<file path="config.mk">
export PLATFORM = sky130hd
export DESIGN_NAME = key_debounce_long_press_fsm_top
export DESIGN_NICKNAME = d
export VERILOG_FILES = /design/src/rtl/core/kdlp_pkg.sv /design/src/rtl/core/kdlp_front.sv /design/src/rtl/core/kdlp_queue.sv /design/src/rtl/core/kdlp_back.sv /design/src/rtl/core/key_debounce_long_press_fsm_top.sv
export SDC_FILE = /design/constraint.sdc
export NUM_CORES = 1
export LEC_CHECK = 0
export BUFFER_PORTS_ARGS = -buffer_cell sky130_fd_sc_hd__buf_2
export CORE_MARGIN = 2
export CORE_UTILIZATION = 45
export CTS_BUF_LIST = sky130_fd_sc_hd__clkbuf_8
export DETAILED_ROUTE_END_ITERATION = 16
export GPL_ROUTABILITY_DRIVEN = 1
export HOLD_SLACK_MARGIN = 0.15
export SLEW_MARGIN = 10
export SYNTH_ARGS = -nofsm -noshare
export SYNTH_HDL_FRONTEND = slang
export SYNTH_SLANG_ARGS = --single-unit
</file>
<file path="constraint.sdc">
create_clock -name clk -period 9.4 [get_ports clk]
set_clock_uncertainty 0.05 [all_clocks]
set_input_delay 0.47 -clock clk [delete_from_list [all_inputs] [get_ports clk]]
set_output_delay 0.47 -clock clk [all_outputs]
set_load 0.03 [all_outputs]
</file>
<file path="src/rtl/core/kdlp_pkg.sv">
// shared constants for the key debounce / long press block
// no dependencies; used by every module of the block
package kdlp_pkg;

	// parameter defaults
	localparam int KEY_BITS_DEF    = 8;
	localparam int COUNT_BITS_DEF  = 16;
	localparam int QUEUE_DEPTH_DEF = 2;

	// event codes
	localparam int EV_W = 3;
	localparam logic [EV_W-1:0] EV_PRESSED   = 3'd0;
	localparam logic [EV_W-1:0] EV_LONG      = 3'd1;
	localparam logic [EV_W-1:0] EV_VLONG     = 3'd2;
	localparam logic [EV_W-1:0] EV_REL       = 3'd3;
	localparam logic [EV_W-1:0] EV_LONG_REL  = 3'd4;
	localparam logic [EV_W-1:0] EV_VLONG_REL = 3'd5;
	localparam logic [EV_W-1:0] EV_END       = 3'd6;

	// configuration port
	localparam int CFG_IDX_W  = 2;
	localparam int CFG_DATA_W = 16;
	localparam int PERIOD_W   = 8;
	localparam int THRESH_W   = 16;
	localparam logic [CFG_IDX_W-1:0] CFG_IDX_PERIOD = 2'd0;
	localparam logic [CFG_IDX_W-1:0] CFG_IDX_LONG   = 2'd1;
	localparam logic [CFG_IDX_W-1:0] CFG_IDX_VLONG  = 2'd2;

	// register reset values
	localparam logic [PERIOD_W-1:0] PERIOD_RST = 8'd10;
	localparam logic [THRESH_W-1:0] LONG_RST   = 16'd1000;
	localparam logic [THRESH_W-1:0] VLONG_RST  = 16'd5000;

endpackage

</file>
<file path="src/rtl/core/kdlp_front.sv">
// front end: config registers, press state machine, event classification
// depends on kdlp_pkg; feeds one packet of up to two events per item
module kdlp_front #(
	parameter int KEY_BITS   = kdlp_pkg::KEY_BITS_DEF,
	parameter int COUNT_BITS = kdlp_pkg::COUNT_BITS_DEF,
	parameter int PKT_W      = 1 + 2 * (kdlp_pkg::EV_W + KEY_BITS)
) (
	input  logic                             clk,
	input  logic                             arst_n,
	input  logic                             cfg_wr_en,
	input  logic [kdlp_pkg::CFG_IDX_W-1:0]   cfg_index,
	input  logic [kdlp_pkg::CFG_DATA_W-1:0]  cfg_wdata,
	input  logic                             in_valid,
	output logic                             in_stall,
	input  logic [KEY_BITS-1:0]              key_sample,
	output logic                             push,
	output logic [PKT_W-1:0]                 push_data,
	input  logic                             queue_full
);

	localparam int CMP_W = (COUNT_BITS > kdlp_pkg::THRESH_W) ? COUNT_BITS : kdlp_pkg::THRESH_W;
	localparam int EV_W  = kdlp_pkg::EV_W;

	localparam logic [1:0] PH_IDLE    = 2'd0;
	localparam logic [1:0] PH_PRESSED = 2'd1;
	localparam logic [1:0] PH_WAIT    = 2'd2;

	logic [kdlp_pkg::PERIOD_W-1:0] period_q;
	logic [kdlp_pkg::THRESH_W-1:0] long_q;
	logic [kdlp_pkg::THRESH_W-1:0] vlong_q;

	logic [1:0]            phase_q, phase_d;
	logic [KEY_BITS-1:0]   held_q, held_d;
	logic [COUNT_BITS-1:0] cnt_q, cnt_d;
	logic [EV_W-1:0]       prev_q, prev_d;

	logic                  accept;
	logic                  has_ev, two_ev;
	logic [EV_W-1:0]       code0, code1;
	logic [KEY_BITS-1:0]   keys0, keys1;
	logic [COUNT_BITS:0]   cnt_sum;
	logic [COUNT_BITS-1:0] cnt_sat;
	logic [CMP_W-1:0]      cnt_w, long_w, vlong_w;
	logic                  at_long, at_vlong;

	// configuration writes, unknown indexes ignored
	always_ff @(posedge clk or negedge arst_n) begin
		if (!arst_n) begin
			period_q <= kdlp_pkg::PERIOD_RST;
			long_q   <= kdlp_pkg::LONG_RST;
			vlong_q  <= kdlp_pkg::VLONG_RST;
		end else if (cfg_wr_en) begin
			case (cfg_index)
				kdlp_pkg::CFG_IDX_PERIOD: period_q <= cfg_wdata[kdlp_pkg::PERIOD_W-1:0];
				kdlp_pkg::CFG_IDX_LONG:   long_q   <= cfg_wdata[kdlp_pkg::THRESH_W-1:0];
				kdlp_pkg::CFG_IDX_VLONG:  vlong_q  <= cfg_wdata[kdlp_pkg::THRESH_W-1:0];
				default: ;
			endcase
		end
	end

	assign in_stall = queue_full;
	assign accept   = in_valid && !queue_full;

	// hold time compare and saturating advance
	always_comb begin
		cnt_w    = CMP_W'(cnt_q);
		long_w   = CMP_W'(long_q);
		vlong_w  = CMP_W'(vlong_q);
		at_long  = (cnt_w >= long_w) && (cnt_w < vlong_w);
		at_vlong = (cnt_w >= vlong_w);
		cnt_sum  = {1'b0, cnt_q} + (COUNT_BITS + 1)'(period_q);
		cnt_sat  = cnt_sum[COUNT_BITS] ? {COUNT_BITS{1'b1}} : cnt_sum[COUNT_BITS-1:0];
	end

	// next state and events for one sample
	always_comb begin
		phase_d = phase_q;
		held_d  = held_q;
		cnt_d   = cnt_q;
		prev_d  = prev_q;
		has_ev  = 1'b0;
		two_ev  = 1'b0;
		code0   = kdlp_pkg::EV_PRESSED;
		keys0   = held_q;
		code1   = kdlp_pkg::EV_END;
		keys1   = held_q;
		case (phase_q)
			PH_PRESSED: begin
				if (key_sample == held_q) begin
					if (at_long && prev_q == kdlp_pkg::EV_PRESSED) begin
						has_ev = 1'b1;
						code0  = kdlp_pkg::EV_LONG;
						prev_d = kdlp_pkg::EV_LONG;
					end else if (at_vlong && prev_q == kdlp_pkg::EV_LONG) begin
						has_ev = 1'b1;
						code0  = kdlp_pkg::EV_VLONG;
						prev_d = kdlp_pkg::EV_VLONG;
					end else begin
						cnt_d = cnt_sat;
					end
				end else if (key_sample == '0) begin
					phase_d = PH_WAIT;
				end else begin
					// new keys pressed, then the ones let go; count restarts at one period
					has_ev  = 1'b1;
					two_ev  = 1'b1;
					code0   = kdlp_pkg::EV_PRESSED;
					keys0   = key_sample & ~held_q;
					code1   = kdlp_pkg::EV_REL;
					keys1   = held_q & ~key_sample;
					prev_d  = kdlp_pkg::EV_REL;
					held_d  = key_sample;
					cnt_d   = COUNT_BITS'(period_q);
					phase_d = PH_PRESSED;
				end
			end
			PH_WAIT: begin
				if (key_sample == '0) begin
					has_ev = 1'b1;
					two_ev = 1'b1;
					if (prev_q == kdlp_pkg::EV_VLONG) begin
						code0 = kdlp_pkg::EV_VLONG_REL;
					end else if (prev_q == kdlp_pkg::EV_LONG) begin
						code0 = kdlp_pkg::EV_LONG_REL;
					end else begin
						code0 = kdlp_pkg::EV_REL;
					end
					code1   = kdlp_pkg::EV_END;
					phase_d = PH_IDLE;
					prev_d  = kdlp_pkg::EV_END;
				end else begin
					has_ev  = 1'b1;
					code0   = kdlp_pkg::EV_REL;
					keys0   = held_q & ~key_sample;
					prev_d  = kdlp_pkg::EV_REL;
					held_d  = key_sample;
					cnt_d   = COUNT_BITS'(period_q);
					phase_d = PH_PRESSED;
				end
			end
			default: begin
				phase_d = PH_IDLE;
				if (key_sample != '0) begin
					has_ev  = 1'b1;
					code0   = kdlp_pkg::EV_PRESSED;
					keys0   = key_sample;
					held_d  = key_sample;
					cnt_d   = '0;
					prev_d  = kdlp_pkg::EV_PRESSED;
					phase_d = PH_PRESSED;
				end
			end
		endcase
	end

	// state update on each accepted item
	always_ff @(posedge clk or negedge arst_n) begin
		if (!arst_n) begin
			phase_q <= PH_IDLE;
			held_q  <= '0;
			cnt_q   <= '0;
			prev_q  <= kdlp_pkg::EV_END;
		end else if (accept) begin
			phase_q <= phase_d;
			held_q  <= held_d;
			cnt_q   <= cnt_d;
			prev_q  <= prev_d;
		end
	end

	assign push      = accept && has_ev;
	assign push_data = {two_ev, code0, keys0, code1, keys1};

endmodule

</file>
<file path="src/rtl/core/kdlp_queue.sv">
// small packet queue between front and back end
// depends on kdlp_pkg for the default depth
module kdlp_queue #(
	parameter int PKT_W = 1,
	parameter int DEPTH = kdlp_pkg::QUEUE_DEPTH_DEF
) (
	input  logic             clk,
	input  logic             arst_n,
	input  logic             push,
	input  logic [PKT_W-1:0] push_data,
	output logic             full,
	input  logic             pop,
	output logic             not_empty,
	output logic [PKT_W-1:0] pop_data
);

	localparam int PTR_W = (DEPTH > 1) ? $clog2(DEPTH) : 1;
	localparam int CNT_W = $clog2(DEPTH + 1);
	localparam logic [PTR_W-1:0] PTR_LAST = PTR_W'(DEPTH - 1);
	localparam logic [CNT_W-1:0] CNT_FULL = CNT_W'(DEPTH);

	logic [PKT_W-1:0] mem_q [DEPTH];
	logic [PTR_W-1:0] wr_ptr_q, rd_ptr_q;
	logic [CNT_W-1:0] cnt_q;
	logic             do_push, do_pop;

	assign full      = (cnt_q == CNT_FULL);
	assign not_empty = (cnt_q != '0);
	assign do_push   = push && !full;
	assign do_pop    = pop && not_empty;
	assign pop_data  = mem_q[rd_ptr_q];

	// storage
	always_ff @(posedge clk) begin
		if (do_push) begin
			mem_q[wr_ptr_q] <= push_data;
		end
	end

	// pointers and fill count
	always_ff @(posedge clk or negedge arst_n) begin
		if (!arst_n) begin
			wr_ptr_q <= '0;
			rd_ptr_q <= '0;
			cnt_q    <= '0;
		end else begin
			if (do_push) begin
				wr_ptr_q <= (wr_ptr_q == PTR_LAST) ? '0 : wr_ptr_q + 1'b1;
			end
			if (do_pop) begin
				rd_ptr_q <= (rd_ptr_q == PTR_LAST) ? '0 : rd_ptr_q + 1'b1;
			end
			if (do_push && !do_pop) begin
				cnt_q <= cnt_q + 1'b1;
			end else if (do_pop && !do_push) begin
				cnt_q <= cnt_q - 1'b1;
			end
		end
	end

endmodule

</file>
<file path="src/rtl/core/kdlp_back.sv">
// back end: unpacks a packet and drives events out one per cycle while out_stall is low
// depends on kdlp_pkg; output register plus one pending event slot
module kdlp_back #(
	parameter int KEY_BITS = kdlp_pkg::KEY_BITS_DEF,
	parameter int PKT_W    = 1 + 2 * (kdlp_pkg::EV_W + KEY_BITS)
) (
	input  logic                         clk,
	input  logic                         arst_n,
	input  logic                         q_not_empty,
	input  logic [PKT_W-1:0]             q_data,
	output logic                         q_pop,
	output logic                         out_valid,
	input  logic                         out_stall,
	output logic [kdlp_pkg::EV_W-1:0]    event_code,
	output logic [KEY_BITS-1:0]          event_keys,
	output logic                         last_of_run
);

	localparam int EV_W = kdlp_pkg::EV_W;

	logic                out_valid_q, last_q, pend_valid_q;
	logic [EV_W-1:0]     code_q, pend_code_q;
	logic [KEY_BITS-1:0] keys_q, pend_keys_q;
	logic                load, two_ev;
	logic [EV_W-1:0]     code0, code1;
	logic [KEY_BITS-1:0] keys0, keys1;

	assign {two_ev, code0, keys0, code1, keys1} = q_data;

	// output slot free or being taken this cycle
	assign load  = !out_valid_q || !out_stall;
	assign q_pop = load && !pend_valid_q && q_not_empty;

	// control
	always_ff @(posedge clk or negedge arst_n) begin
		if (!arst_n) begin
			out_valid_q  <= 1'b0;
			pend_valid_q <= 1'b0;
		end else if (load) begin
			if (pend_valid_q) begin
				out_valid_q  <= 1'b1;
				pend_valid_q <= 1'b0;
			end else begin
				out_valid_q  <= q_not_empty;
				pend_valid_q <= q_not_empty && two_ev;
			end
		end
	end

	// payload
	always_ff @(posedge clk) begin
		if (load) begin
			if (pend_valid_q) begin
				code_q <= pend_code_q;
				keys_q <= pend_keys_q;
				last_q <= 1'b1;
			end else if (q_not_empty) begin
				code_q      <= code0;
				keys_q      <= keys0;
				last_q      <= !two_ev;
				pend_code_q <= code1;
				pend_keys_q <= keys1;
			end
		end
	end

	assign out_valid   = out_valid_q;
	assign event_code  = code_q;
	assign event_keys  = keys_q;
	assign last_of_run = last_q;

endmodule

</file>
<file path="src/rtl/core/key_debounce_long_press_fsm_top.sv">
// top level of the key debounce / long press block
// depends on kdlp_pkg, kdlp_front, kdlp_queue, kdlp_back
//
//  channel | valid     | stall     | payload
//  --------+-----------+-----------+-------------------------------------
//  in      | in_valid  | in_stall  | key_sample
//  out     | out_valid | out_stall | event_code, event_keys, last_of_run
//  cfg     | cfg_wr_en | -         | cfg_index, cfg_wdata
//
// a sample is taken every cycle while the two-packet queue has room; each
// sample gives zero, one or two events, sent one per cycle from the output register while
// out_stall is low, so the output port sets the rate.
// first event of a sample is registered in the queue, then in the output register, before it is valid.
// async reset clears state machine, queue and output; config goes to defaults.
// out_stall holds the output; in_stall rises only when the queue is full.
module key_debounce_long_press_fsm_top #(
	parameter int KEY_BITS    = kdlp_pkg::KEY_BITS_DEF,
	parameter int COUNT_BITS  = kdlp_pkg::COUNT_BITS_DEF,
	parameter int QUEUE_DEPTH = kdlp_pkg::QUEUE_DEPTH_DEF
) (
	input  logic                            clk,
	input  logic                            arst_n,
	input  logic                            cfg_wr_en,
	input  logic [kdlp_pkg::CFG_IDX_W-1:0]  cfg_index,
	input  logic [kdlp_pkg::CFG_DATA_W-1:0] cfg_wdata,
	input  logic                            in_valid,
	output logic                            in_stall,
	input  logic [KEY_BITS-1:0]             key_sample,
	output logic                            out_valid,
	input  logic                            out_stall,
	output logic [kdlp_pkg::EV_W-1:0]       event_code,
	output logic [KEY_BITS-1:0]             event_keys,
	output logic                            last_of_run
);

	localparam int PKT_W = 1 + 2 * (kdlp_pkg::EV_W + KEY_BITS);

	logic             push, q_full, q_pop, q_not_empty;
	logic [PKT_W-1:0] push_data, q_data;

	// classify samples
	kdlp_front #(
		.KEY_BITS   (KEY_BITS),
		.COUNT_BITS (COUNT_BITS),
		.PKT_W      (PKT_W)
	) u_front (
		.clk        (clk),
		.arst_n     (arst_n),
		.cfg_wr_en  (cfg_wr_en),
		.cfg_index  (cfg_index),
		.cfg_wdata  (cfg_wdata),
		.in_valid   (in_valid),
		.in_stall   (in_stall),
		.key_sample (key_sample),
		.push       (push),
		.push_data  (push_data),
		.queue_full (q_full)
	);

	// event packet queue
	kdlp_queue #(
		.PKT_W (PKT_W),
		.DEPTH (QUEUE_DEPTH)
	) u_queue (
		.clk       (clk),
		.arst_n    (arst_n),
		.push      (push),
		.push_data (push_data),
		.full      (q_full),
		.pop       (q_pop),
		.not_empty (q_not_empty),
		.pop_data  (q_data)
	);

	// serialize events
	kdlp_back #(
		.KEY_BITS (KEY_BITS),
		.PKT_W    (PKT_W)
	) u_back (
		.clk         (clk),
		.arst_n      (arst_n),
		.q_not_empty (q_not_empty),
		.q_data      (q_data),
		.q_pop       (q_pop),
		.out_valid   (out_valid),
		.out_stall   (out_stall),
		.event_code  (event_code),
		.event_keys  (event_keys),
		.last_of_run (last_of_run)
	);

endmodule

</file>
After elaboration in Yosys (flattened, before gate mapping) --
Memory sizes are Yosys's and may differ from the RTL's. Cells that the tools add are included.
Word-level totals: word-level logic and storage cells 140, input port bits 31, bits in writable memories 46, flip-flop bits (word level) 98, memories kept 1, output and inout bits 14
Memory list:
- u_queue.mem_q | depth 2, width 23, rd ports 1, clocked after Yosys merged registers in 0, write ports 1, RTL line kdlp_queue.sv:22 | logic [PKT_W-1:0] mem_q [DEPTH];
Operators by class: reductions and logical operators 36, equal/unequal tests 13, magnitude comparators 3, add/subtract/negate cells 5, bitwise logic cells 5, mux-type cells 60
Operators with widths (count):
- $mux 16 | 6
- $mux 8 | 10
- $mux 3 | 15
- $ge 16x16->1 | 2
- $pmux 16 s2 | 1
- $pmux 8 s2 | 2
- $add 16x8->17 | 1
- $and 8x8->8 | 2
- $lt 16x16->1 | 1
- $mux 1 | 16
- $not 8->8 | 2
- $logic_and 1x1->1 | 12
- $pmux 3 s2 | 2
- $mux 2 | 5
- $reduce_and 2->1 | 5
- $eq 8x8->1 | 1
- $logic_not 8->1 | 1
- $reduce_and 4->1 | 2
- $reduce_bool 8->1 | 1
- $logic_not 1->1 | 7
- $eq 2x2->1 const B | 3
- $ne 3x3->1 const B | 2
- $reduce_bool 2->1 | 3
- $eq 2x1->1 const B | 2
- 16 further kinds | 18

Depth between registers and ports, before layout --
Gate-level depths: netlist of the first run.
depth after elaboration 12, mapped depth 13

Modules after synthesis --
From an unflattened synthesis of the first run, not the netlist that was laid out.
Unflattened totals: cell total of the unflattened synthesis 697, area total of the unflattened synthesis 8035.2 µm²
By module, submodules not included:
- kdlp_front | area each 5141.2 µm², sequential area each 1745.4 µm², cells each 560, instances 1
- kdlp_queue | area each 1963.1 µm², sequential area each 1481.4 µm², cells each 91, instances 1
- kdlp_back | area each 930.9 µm², sequential area each 740.7 µm², cells each 46, instances 1

Worst setup path before layout of the first run --
No wires, ideal clock.
path type register -> register, start register u_front.vlong_q[9] (netlist bit), end memory u_queue.mem_q[0][0] (netlist bit) (enable), cell stages (with the launch flop) 10, setup time 0.442 ns, arrival time 3.690 ns, path buffers 0, path slack 5.218 ns, cells stage by stage dfstp_2 -> inv_1 -> ha_1 -> a21oi_1 -> o21a_1 -> a2bb2oi_1 -> and3_4 -> and2_1 -> o21ai_1 -> a311oi_1
Between the ends: longest elaborated chain between the ends 10
RTL lines:
- start, declared | RTL line kdlp_front.sv:30 | logic [kdlp_pkg::THRESH_W-1:0] vlong_q;
- start signal, assigned | RTL line kdlp_front.sv:51 | vlong_q <= kdlp_pkg::VLONG_RST;
- start signal, assigned | RTL line kdlp_front.sv:56 | kdlp_pkg::CFG_IDX_VLONG: vlong_q <= cfg_wdata[kdlp_pkg::THRESH_W-1:0];
- $ge 16x16->1 or $lt 16x16->1 (tied branches) | RTL line kdlp_front.sv:71, kdlp_front.sv:70
- $logic_and 1x1->1, on equally long branches | RTL line kdlp_front.sv:95, kdlp_front.sv:70
- $mux 1 or $logic_and 1x1->1 (tied branches) | RTL line kdlp_front.sv:95, kdlp_front.sv:91
- $mux 1 * | RTL line kdlp_front.sv:91 | if (at_long && prev_q == kdlp_pkg::EV_PRESSED) begin
- $mux 1 * | RTL line kdlp_front.sv:90 | if (key_sample == held_q) begin
- $pmux 1 s2 * | RTL line kdlp_front.sv:88 | case (phase_q)
- $logic_and 1x1->1 * | RTL line kdlp_front.sv:172 | assign push = accept && has_ev;
- $logic_and 1x1->1 * | RTL line kdlp_queue.sv:29 | assign do_push = push && !full;
- $mux 1 * | RTL line kdlp_queue.sv:35 | if (do_push) begin
- $mux 1 (not written as such) * | RTL line kdlp_queue.sv:36 | mem_q[wr_ptr_q] <= push_data;
- end, declared | RTL line kdlp_queue.sv:22
Mark *: on every way between the ends. The rest lies on a longest branch, timed or not.

Final worst setup path of the first run --
start register u_front.cnt_q[0], end register u_queue.cnt_q[1]
Between the ends: longest elaborated chain between the ends 11
RTL lines:
- start, declared | RTL line kdlp_front.sv:34 | logic [COUNT_BITS-1:0] cnt_q, cnt_d;
- start signal, assigned | RTL line kdlp_front.sv:167 | cnt_q <= cnt_d;
- $ge 16x16->1, or another cell as far along | RTL line kdlp_front.sv:71 | at_vlong = (cnt_w >= vlong_w);
- $logic_and 1x1->1, on equally long branches | RTL line kdlp_front.sv:95, kdlp_front.sv:70
- $mux 1 or $logic_and 1x1->1 (tied branches) | RTL line kdlp_front.sv:95, kdlp_front.sv:91
- $mux 1 * | RTL line kdlp_front.sv:91
- $mux 1 * | RTL line kdlp_front.sv:90
- $pmux 1 s2 * | RTL line kdlp_front.sv:88
- $logic_and 1x1->1 * | RTL line kdlp_front.sv:172
- $logic_and 1x1->1 * | RTL line kdlp_queue.sv:29
- named net u_queue.do_push | RTL line kdlp_queue.sv:25 | logic do_push, do_pop;
- $logic_not 1->1 | RTL line kdlp_queue.sv:55 | end else if (do_pop && !do_push) begin
- $logic_and 1x1->1 | RTL line kdlp_queue.sv:55
- $reduce_bool 2->1 (no line)
- end signal, assigned | RTL line kdlp_queue.sv:54 | cnt_q <= cnt_q + 1'b1;
- end signal, assigned | RTL line kdlp_queue.sv:56 | cnt_q <= cnt_q - 1'b1;
- end, declared | RTL line kdlp_queue.sv:24 | logic [CNT_W-1:0] cnt_q;
Mark *: on every way through the listed nets, which the timed path passes. The rest lies on a longest branch. A chain may end at the register's enable or synchronous reset.

==> summary by stage, run 1 <==
Clock tree
Counting every sink on the clock net gives 141. The number of gates resized after CTS was 0. The root buffer cell chosen for the clock tree is sky130_fd_sc_hd__clkbuf_8. The post-CTS setup repair buffer count is 0.

The maximum clock path buffer count is 2. The H-tree depth is 4. In this run, CTS created clock tree buffers numbering 17.

The CTS clock-pin slew for the worst setup and hold paths is ~90 ps. TritonCTS built the clock tree. The clock latency at the later pin of the worst-skew pair is approximately 460 ps. For this design, the CTS-stage hold fixing added 0 buffers.

Finish
The antenna cell count is 0. Summing all multi-input logic gate instances after layout gives 3643 µm². The area used by sequential logic in the layout is between 3000 and 4000 µm². In the final layout, the share of cells above drive strength 1 is 0.2078. The area growth from synthesis to layout is 9.858%. Fill cells in the final layout number 1586. The final layout contains 848 nets.

Status
The run finished with clean final reports.

Timing
The routed design could run at a clock period as short as 3310 ps. The count of endpoints failing hold in the final timing report is 0. The setup-violating endpoint count in the final report is 0. Setup slack closes at ~6000 ps. The upper clock frequency limit is between 0.3 and 0.4 GHz. Setup repair after global routing left no endpoint under its margin. The remaining max-slew budget at the tightest pin is 0.2665. The final max-slew violation count is 0. The measured slew at the worst slew-check pin is roughly 1100 ps. The final total negative setup slack is 0 ps. Of the available clock period, the critical path in the final layout requires 0.3522.

Worst setup path
The cell with the biggest individual delay on the critical path is sky130_fd_sc_hd__a2111oi_0. STA classifies the critical path endpoint as a flip-flop. The arrival time of the worst setup path is 3640 ps. The category of the critical setup timing path is flip-flop to flip-flop. The largest driver fanout on the critical path is 5. The signal on the critical path passes through inv_1 > ha_1 > nand2b_1 > a2111oi_0 > nand4b_1 > nand3_1 > and2_1 > o21ai_1 > a31oi_1 > ha_1 > nor2_1 > xnor2_1. Data on the critical path is required at its endpoint by between 9000 and 10000 ps. In this design, the stage delay of the slowest critical-path cell is 530 ps.

The cell type with the highest occurrence count on the critical path is sky130_fd_sc_hd__ha_1. The worst setup path is launched from a flip-flop.

Floorplan
The number of placed I/O pins is 45. The floorplan has 48 rows. The floorplan step set the die width to 136.1 µm. The die height is around 140 µm. The area of the core is approximately 17000 µm². The die covers 18530 µm². The initial utilization of the core area, before any placement, comes to 0.4574.

Placed design
The congestion estimate from routability-driven global placement came to ~0.90. The wire-length estimate of the detail-placed layout is ~13000 µm. The number of I/O port buffers is 44. Prior to clock tree synthesis, the placed netlist has a worst setup slack of a little under 6000 ps.

Synthesis
Among all flip-flop cells after synthesis, the most frequent one is sky130_fd_sc_hd__edfxtp_1. Counting every net in the synthesized netlist gives between 800 and 900. The post-synthesis sequential area ratio is 0.4935. Averaged over all synthesized cells, the footprint is between 10 and 15 µm². Synthesis produced slightly above 700 cells. By count the netlist is led by 71 x sky130_fd_sc_hd__nand2_1, 66 x sky130_fd_sc_hd__edfxtp_1, 66 x sky130_fd_sc_hd__o21ai_0. Synthesis inferred ~140 register bits. The post-synth design cell area is between 7000 and 8000 µm². Counting flops with an async set or reset pin after synthesis yields a share of 0.5319. In this run, distinct cell masters in the synthesized netlist total 67. The biggest area consumer among synthesized cells is sky130_fd_sc_hd__edfxtp_1.

The Yosys step of the flow raised 0 warnings. The share of the synthesized area in the top cell type is 0.2523. Among all cell types in the netlist, the one instantiated most often is sky130_fd_sc_hd__nand2_1. Sorting the synthesized cells by area gives the leading types as sky130_fd_sc_hd__edfxtp_1 25%, sky130_fd_sc_hd__dfrtp_1 19%, sky130_fd_sc_hd__ha_1 9.4%.

The number of enable flip-flop cells after synthesis is 66.

Routing
Summing over every cut layer, the via total after detailed routing is 5649. In the final routed layout, each cell accounts on average for about 17 µm. The routed design has 17390 µm of wire. The number of nets still failing antenna checks after routing is 0. The DRC violation count after routing is 0. For this run, the detailed router's first-pass iteration total came to 5.

In this run, the number of DRC markers left after iteration 0 of detailed routing was ~370. The detail-routed via count per cell is between 5 and 6.

Min path
The min-delay analysis places its worst path in the category input pin to asynchronous set/reset pin.

Global routing
The initial antenna violation count was 0. After global routing the overflow that remains totals 0. The via count of the first global-routing pass is 5576. The maximum number of pins on one net before global-route repair is 76. The total routing resource utilization after global routing is 0.2004. The first global-routing pass estimated between 20000 and 30000 µm of wire.

Power
The design draws roughly 2300 µW. In this run the static leakage power is 0.003674 µW. Power spread over the standard cell area amounts to ~270 nW/µm².

The maximum vdd ir drop is approximately 0.11 mV.

Flow run
Across the run, the number of max-cap violations was 0.
==> cell type report <==
type                    instances  area share
multi-input cells             489      0.4222
clock buffers                  17     0.02711
well taps                     225     0.03262
inverters                      60     0.02609
repair buffers                 48     0.02928
flip-flops and latches        141      0.4493
clock inverters                15     0.01348
==> worst paths after layout <==
kind | slack, ps | endpoint | cells after the start | startpoint
max in group asynchronous | 8550 | u_front.cnt_q[1] | 1 | arst_n
min | 120 | u_back.pend_valid_q | 1 | arst_n
min reg2reg | 460 | u_front.long_q[4] | 1 | u_front.long_q[4]
max reg2reg | 6090 | u_queue.cnt_q[1] | 12 | u_front.cnt_q[0]
min in group clk | 190 | u_front.period_q[1] | 3 | cfg_wdata[1]
max | 6090 | u_queue.cnt_q[1] | 12 | u_front.cnt_q[0]
==> registers in the layout, summed over array words and instances, names as in the netlist, 2 cells and up <==
register / count
u_queue.mem_q: 44
u_front.cnt_q: 16
u_front.long_q: 16
u_front.vlong_q: 16
u_back.event_keys: 8
u_back.pend_keys_q: 8
u_front.held_q: 8
u_front.period_q: 8
u_back.event_code: 3
u_front.prev_q: 3
u_back.pend_code_q: 2
u_front.phase_q: 2
u_queue.cnt_q: 2
==> report_power, final <==
group / total (µW) / switching (µW) / internal, µW
clock: 437 / 252 / 186
combinational: 846 / 510 / 336
sequential: 1040 / 132 / 905
==> critical path, delay by kind of cell (launching register included) <==
family	cells	cell delay [ps]
xor gates and xnor gates	1	120
and+or+nand+nor	5	910
buffers and inverters	1	110
adders and majority gates	2	570
DFF	1	400
AOI/OAI and AO/OA	3	1060
==> cells in the final DEF (no fill, tap or decap), drive strengths merged, types with 6 or more instances in the layout <==
cell	n
o21ai	68
buf	48
dfstp	15
dfrtp	60
nand3	9
clkinv	8
inv	65
a21oi	46
a211oi	6
clkbuf	17
edfxtp	66
xnor2	6
ha	59
mux2	58
nand2	71
a22o	6
mux2i	16
o21a	9
o211ai	6
nor2	29
nor3	8
nand4	8
==> per-layer routing <==
layer | wire length, µm | global-route usage
met2 | 8782 | 0.3409
met3 | 590 | 0.04586
met4 | 255 | 0.05382
met5 | 0 | 0
met1 | 7760 | 0.2577
==> cells by family (layout without fill, tap and decap cells) <==
| logic type | count (synthesis) | count (layout) | share of synthesized area |
|---|---|---|---|
| muxes | 74 | 74 | 0.1064 |
| DFF | 141 | 141 | 0.4936 |
| AOI/OAI and AO/OA | 190 | 190 | 0.1569 |
| buffers and inverters | 88 | 140 | 0.04475 |
| xor gates and xnor gates | 8 | 8 | 0.008919 |
| adders and majority gates | 60 | 60 | 0.09651 |
| and+or+nand+nor | 157 | 157 | 0.09301 |
==> per-stage QoR <==
step / utilization / hold WS, ps / std cells / area [µm²]
floorplan: - / 124.4 / 718 / 7856
global placement: 0.4819 / 442.8 / 963 / 8277
detailed placement: 0.4819 / 444.4 / 963 / 8277
CTS: 0.5023 / 156.3 / 995 / 8627
global route: 0.5025 / 184.0 / 995 / 8631
finish: 0.5025 / 123.8 / 995 / 8631
No activity file was read; power rests on OpenSTA's default activity.
==> run 2, diff against run 1 <==
--- a/config.mk
+++ b/config.mk
@@ -5,6 +5,7 @@
 export SDC_FILE = /design/constraint.sdc
 export NUM_CORES = 1
 export LEC_CHECK = 0
+export ABC_AREA = 1
 export BUFFER_PORTS_ARGS = -buffer_cell sky130_fd_sc_hd__buf_2
 export CORE_MARGIN = 2
 export CORE_UTILIZATION = 45
==> constraint.sdc (replaced) <==
create_clock -name clk -period 3.09 [get_ports clk]
set_clock_uncertainty 0.05 [all_clocks]
set_input_delay 0.1545 -clock clk [delete_from_list [all_inputs] [get_ports clk]]
set_output_delay 0.1545 -clock clk [all_outputs]
set_load 0.03 [all_outputs]
==> summary by stage, run 2 <==
Worst setup path
The critical path in this run is classified as flip-flop to flip-flop. The largest stage delay on the critical path was 530 ps (about the same). The worst reg-to-reg path cell count was 18 (+6). The arrival time of the worst setup path is 3060 ps (-580 ps). The cell type with the highest occurrence count on the critical path is sky130_fd_sc_hd__nand2_1. The worst register-to-register path ends at u_queue.cnt_q[1]. The register-to-register setup slack is 320 ps (-5760 ps). The critical path data required time is 3380 ps (-6350 ps). The startpoint kind of the worst setup timing path is a flip-flop. The buffers plus inverters on the worst setup path is 2 (+1). In this run the critical register-to-register path is launched from u_front.vlong_q[3].

The kind of end point of the critical path is a flip-flop. On the critical path the largest part of the delay comes from simple AND/OR/NAND/NOR gates. The largest driver fanout on the critical path was 3 (-2). The cell with the biggest individual delay on the critical path is sky130_fd_sc_hd__dfstp_2. Traced cell by cell, the critical path runs through inv_1 > ha_1 > a21oi_1 > nand2_1 > nand2_1 > nand2_1 > nand2_1 > nand3_2 > a21oi_2 > nand2_1 > nand2_1 > nand2_1 > nand2_1 > inv_1 > ha_1 > a21oi_1 > o21ai_0 > xor2_1.

Finish
The proportion of layout cells with a drive suffix above 1 is 0.1417 (-0.06608). The layout overhead on the synthesized area is 15.91%. The antenna cell count came to 0 (unchanged). The area used by sequential logic in the layout is 3877 µm² (unchanged).

The library cell used most frequently in the layout, excluding fill and tap cells, is sky130_fd_sc_hd__nand2_1. The area used by multi-input combinational logic was 3408 µm² (-6.5%). The register ranked first by flip-flop count is u_queue.mem_q. The number of filler cells placed in the layout was 1656 (+4.4%). The flip-flop count of the largest register after layout is 44 (unchanged). The final net count is 1080 (+27%). The final standard cell area without fillers is 9086 µm² (+5.3%). The top cell types in the final layout, fill and taps aside, are 242 x sky130_fd_sc_hd__nand2_1, 117 x sky130_fd_sc_hd__inv_1, 83 x sky130_fd_sc_hd__o21ai_0.

The core occupancy in the finished layout is 0.5290 (+0.02652).

Timing
The final max-slew violation count is 0 (unchanged). The count of endpoints failing hold in the final timing report is 0 (unchanged). The portion of the clock cycle consumed by the worst path in the final layout is 0.8948 (+0.5427). The measured slew at the worst slew-check pin is 1007 ps (-92.82 ps). The setup-violating endpoint count in the final report came to 0 (unchanged). The upper clock frequency limit came to 0.3617 GHz (+20%). The remaining max-slew budget at the tightest pin came to 0.3284 (+0.06188).

The minimum period implied by the final worst setup slack is 2765 ps (-545.3 ps).

Floorplan
The die height was 136.0 µm (-0.11%). The starting utilization of the core area is 0.4564 (-0.001020). The chip width is 136.0 µm (-0.11%). The area of the core is 17180 µm² (unchanged). The die footprint is 18490 µm² (-0.22%). The total number of placement rows is 48 (unchanged). The number of placed I/O pins is 45 (unchanged).

Routing
The number of optimization iterations in the first detailed-route pass was 5 (unchanged). The post-route met1 wirelength is 8209 µm (+5.8%). The routed length on met2 is 8344 µm (-5.0%). The violation count after the first detailed-routing iteration came to 323 (-12%).

The DRC violation count after routing is 0 (unchanged). The count of vias placed by the detailed router is 6136 (+8.6%). The detail-routed via count per cell was 5.001 (-12%). The final wirelength is 17470 µm (+0.45%).

The wire length per cell is 14.24 µm (-19%). The met3 routed wirelength is 466 µm (-21%). The number of nets still failing antenna checks after routing is 0 (unchanged). The top routing layer in use is met4.

Synthesis
The proportion of synthesized flip-flops having asynchronous set or reset is 0.5319 (unchanged). Yosys attributes the largest share of cell area to sky130_fd_sc_hd__edfxtp_1 25%, sky130_fd_sc_hd__dfrtp_1 19%, sky130_fd_sc_hd__nand2_1 12%. By count the netlist is led by 243 x sky130_fd_sc_hd__nand2_1, 117 x sky130_fd_sc_hd__inv_1, 83 x sky130_fd_sc_hd__o21ai_0. The synthesized netlist net count is 999 (+23%). The most used flip-flop cell after synthesis is sky130_fd_sc_hd__edfxtp_1. The share of the synthesized area in the top cell type was 0.2528 (+0.0005637). The number of distinct library cells after synthesis was 46 (-31%). The count of warnings emitted by yosys is 0 (unchanged).

The post-synthesis sequential area ratio came to 0.4947 (+0.001103). The biggest area consumer among synthesized cells is sky130_fd_sc_hd__edfxtp_1. The number of enable flip-flop cells after synthesis is 66 (unchanged). The most used standard cell by instance count after synthesis is sky130_fd_sc_hd__nand2_1. The post-synth design cell area came to 7839 µm² (-0.22%). The gate count after technology mapping was 908 (+26%).

The average footprint of a synthesized cell is 8.633 µm² (-21%). The flip-flop and latch count after synthesis was 141 (unchanged).

Min path
The worst hold path terminates at u_front.long_q[8]. The startpoint of the most critical hold path is cfg_index[0]. Counting instances, the worst hold path has a depth of 5.

The type of the most critical hold path is input pin to flip-flop.

Global routing
The sum of overflow across all layers after global routing is 0 (unchanged). The wire length of the first global-routing pass is 29640 µm (+3.8%). The maximum number of pins on one net before global-route repair was 76 (unchanged). The total routing resource utilization after global routing is 0.2051 (+0.004641). The initial antenna violation count was 0 (unchanged). The via count of the first global-routing pass is 6099 (+9.4%).

Power
The power density of the placed cells is 799.9 nW/µm² (+200%). The total power after layout was 7268 µW (+210%). The maximum vdd ir drop is 0.4432 mV (+310%). The cell leakage power is 0.004309 µW (+17%).

Clock tree
The number of buffers created by CTS is 17 (unchanged). The total clock sinks is 141 (unchanged). The clock latency at the later pin of the worst-skew pair was 460 ps (about the same).

The CTS clock-pin slew for the worst setup and hold paths came to 80 ps (about the same). The clock tree from TritonCTS is done. The maximum clock path buffer count is 2 (unchanged). In this run the clock root is driven by a sky130_fd_sc_hd__clkbuf_8. The H-tree depth is 4 (unchanged).

Placed design
The total half-perimeter wirelength after legalization and detailed placement is 12280 µm (-1.8%). The final estimated routing congestion in global placement came to 0.8573 (-4.7%). The placement-stage cell area is 8384 µm² (+1.3%). The number of I/O port buffers is 44 (unchanged).

Status
The flow ran to the end, and the final reports show no timing, DRC or antenna violations.

Flow run
The max capacitance violation total is 0 (unchanged).
-- run 2: cells by family after synthesis --
family                     synth area share
buffers and inverters               0.07438
adders and majority gates           0.09673
and+or+nand+nor                      0.1907
DFF                                  0.4947
xor gates and xnor gates           0.008939
AOI/OAI and AO/OA                    0.1333
muxes                              0.001277
-- run 2: worst max-delay path by stage --
stage	from	endpoint	slack, ps	depth (start not counted)
after global routing	u_front.long_q[3]	u_queue.cnt_q[1]	-0.7	20
after global placement	u_front.vlong_q[3]	u_queue.cnt_q[1]	280	21
after detailed placement	u_front.vlong_q[3]	u_queue.cnt_q[1]	260	21
after floorplan	u_front.vlong_q[7]	u_queue.mem_q[1][0]	260	14
final	u_front.vlong_q[3]	u_queue.cnt_q[1]	320	18
after CTS	u_front.vlong_q[3]	u_queue.cnt_q[1]	250	21
-- run 2: per-layer routing --
metal / up-vias / GRT usage
li1: 3179 / -
met1: 2829 / 0.2570
met2: 101 / 0.3510
met3: 27 / 0.03654
met4: 0 / 0.08333
met5: - / 0
-- run 2: power by group --
group / leakage, µW / switching (µW) / internal (µW)
combinational: 0.00255 / 1770 / 915
clock: 0.000212 / 789 / 782
sequential: 0.00154 / 278 / 2730
total: 0.00431 / 2840 / 4430
-- run 2: stage by stage --
stage / cells / hold WS (ps) / setup TNS (ps) / worst slack [ps]
after floorplan: 908 / -191.1 / 0 / 255.7
after global placement: 1169 / 339.6 / 0 / 284.0
after detailed placement: 1169 / 345.4 / 0 / 262.6
after CTS: 1227 / 175.3 / 0 / 249.2
after global routing: 1227 / 200.3 / -0.7185 / -0.7185
final: 1227 / 200.6 / 0 / 324.9
-- run 2: repair_timing --
item	CTS	global route
setup endpoints to repair	0	1
hold endpoints to repair	118	0
resized for setup	0	7
setup buffers	0	0
hold buffers	26	0
-- run 2: area by class of cell --
type	instances	share of cell area
clock buffer	19	0.02878
clock inverter	13	0.01680
inverter	125	0.05164
multi-input combinational	617	0.3751
sequential	141	0.4267
tap	225	0.03098
timing repair buffer	87	0.06995
-- run 2: worst min-delay path, stage by stage --
cell                      delay [ps]
sky130_fd_sc_hd__buf_2           100
sky130_fd_sc_hd__nand3_1          70
sky130_fd_sc_hd__buf_4           230
sky130_fd_sc_hd__nand2_1          80
sky130_fd_sc_hd__o21ai_0          70
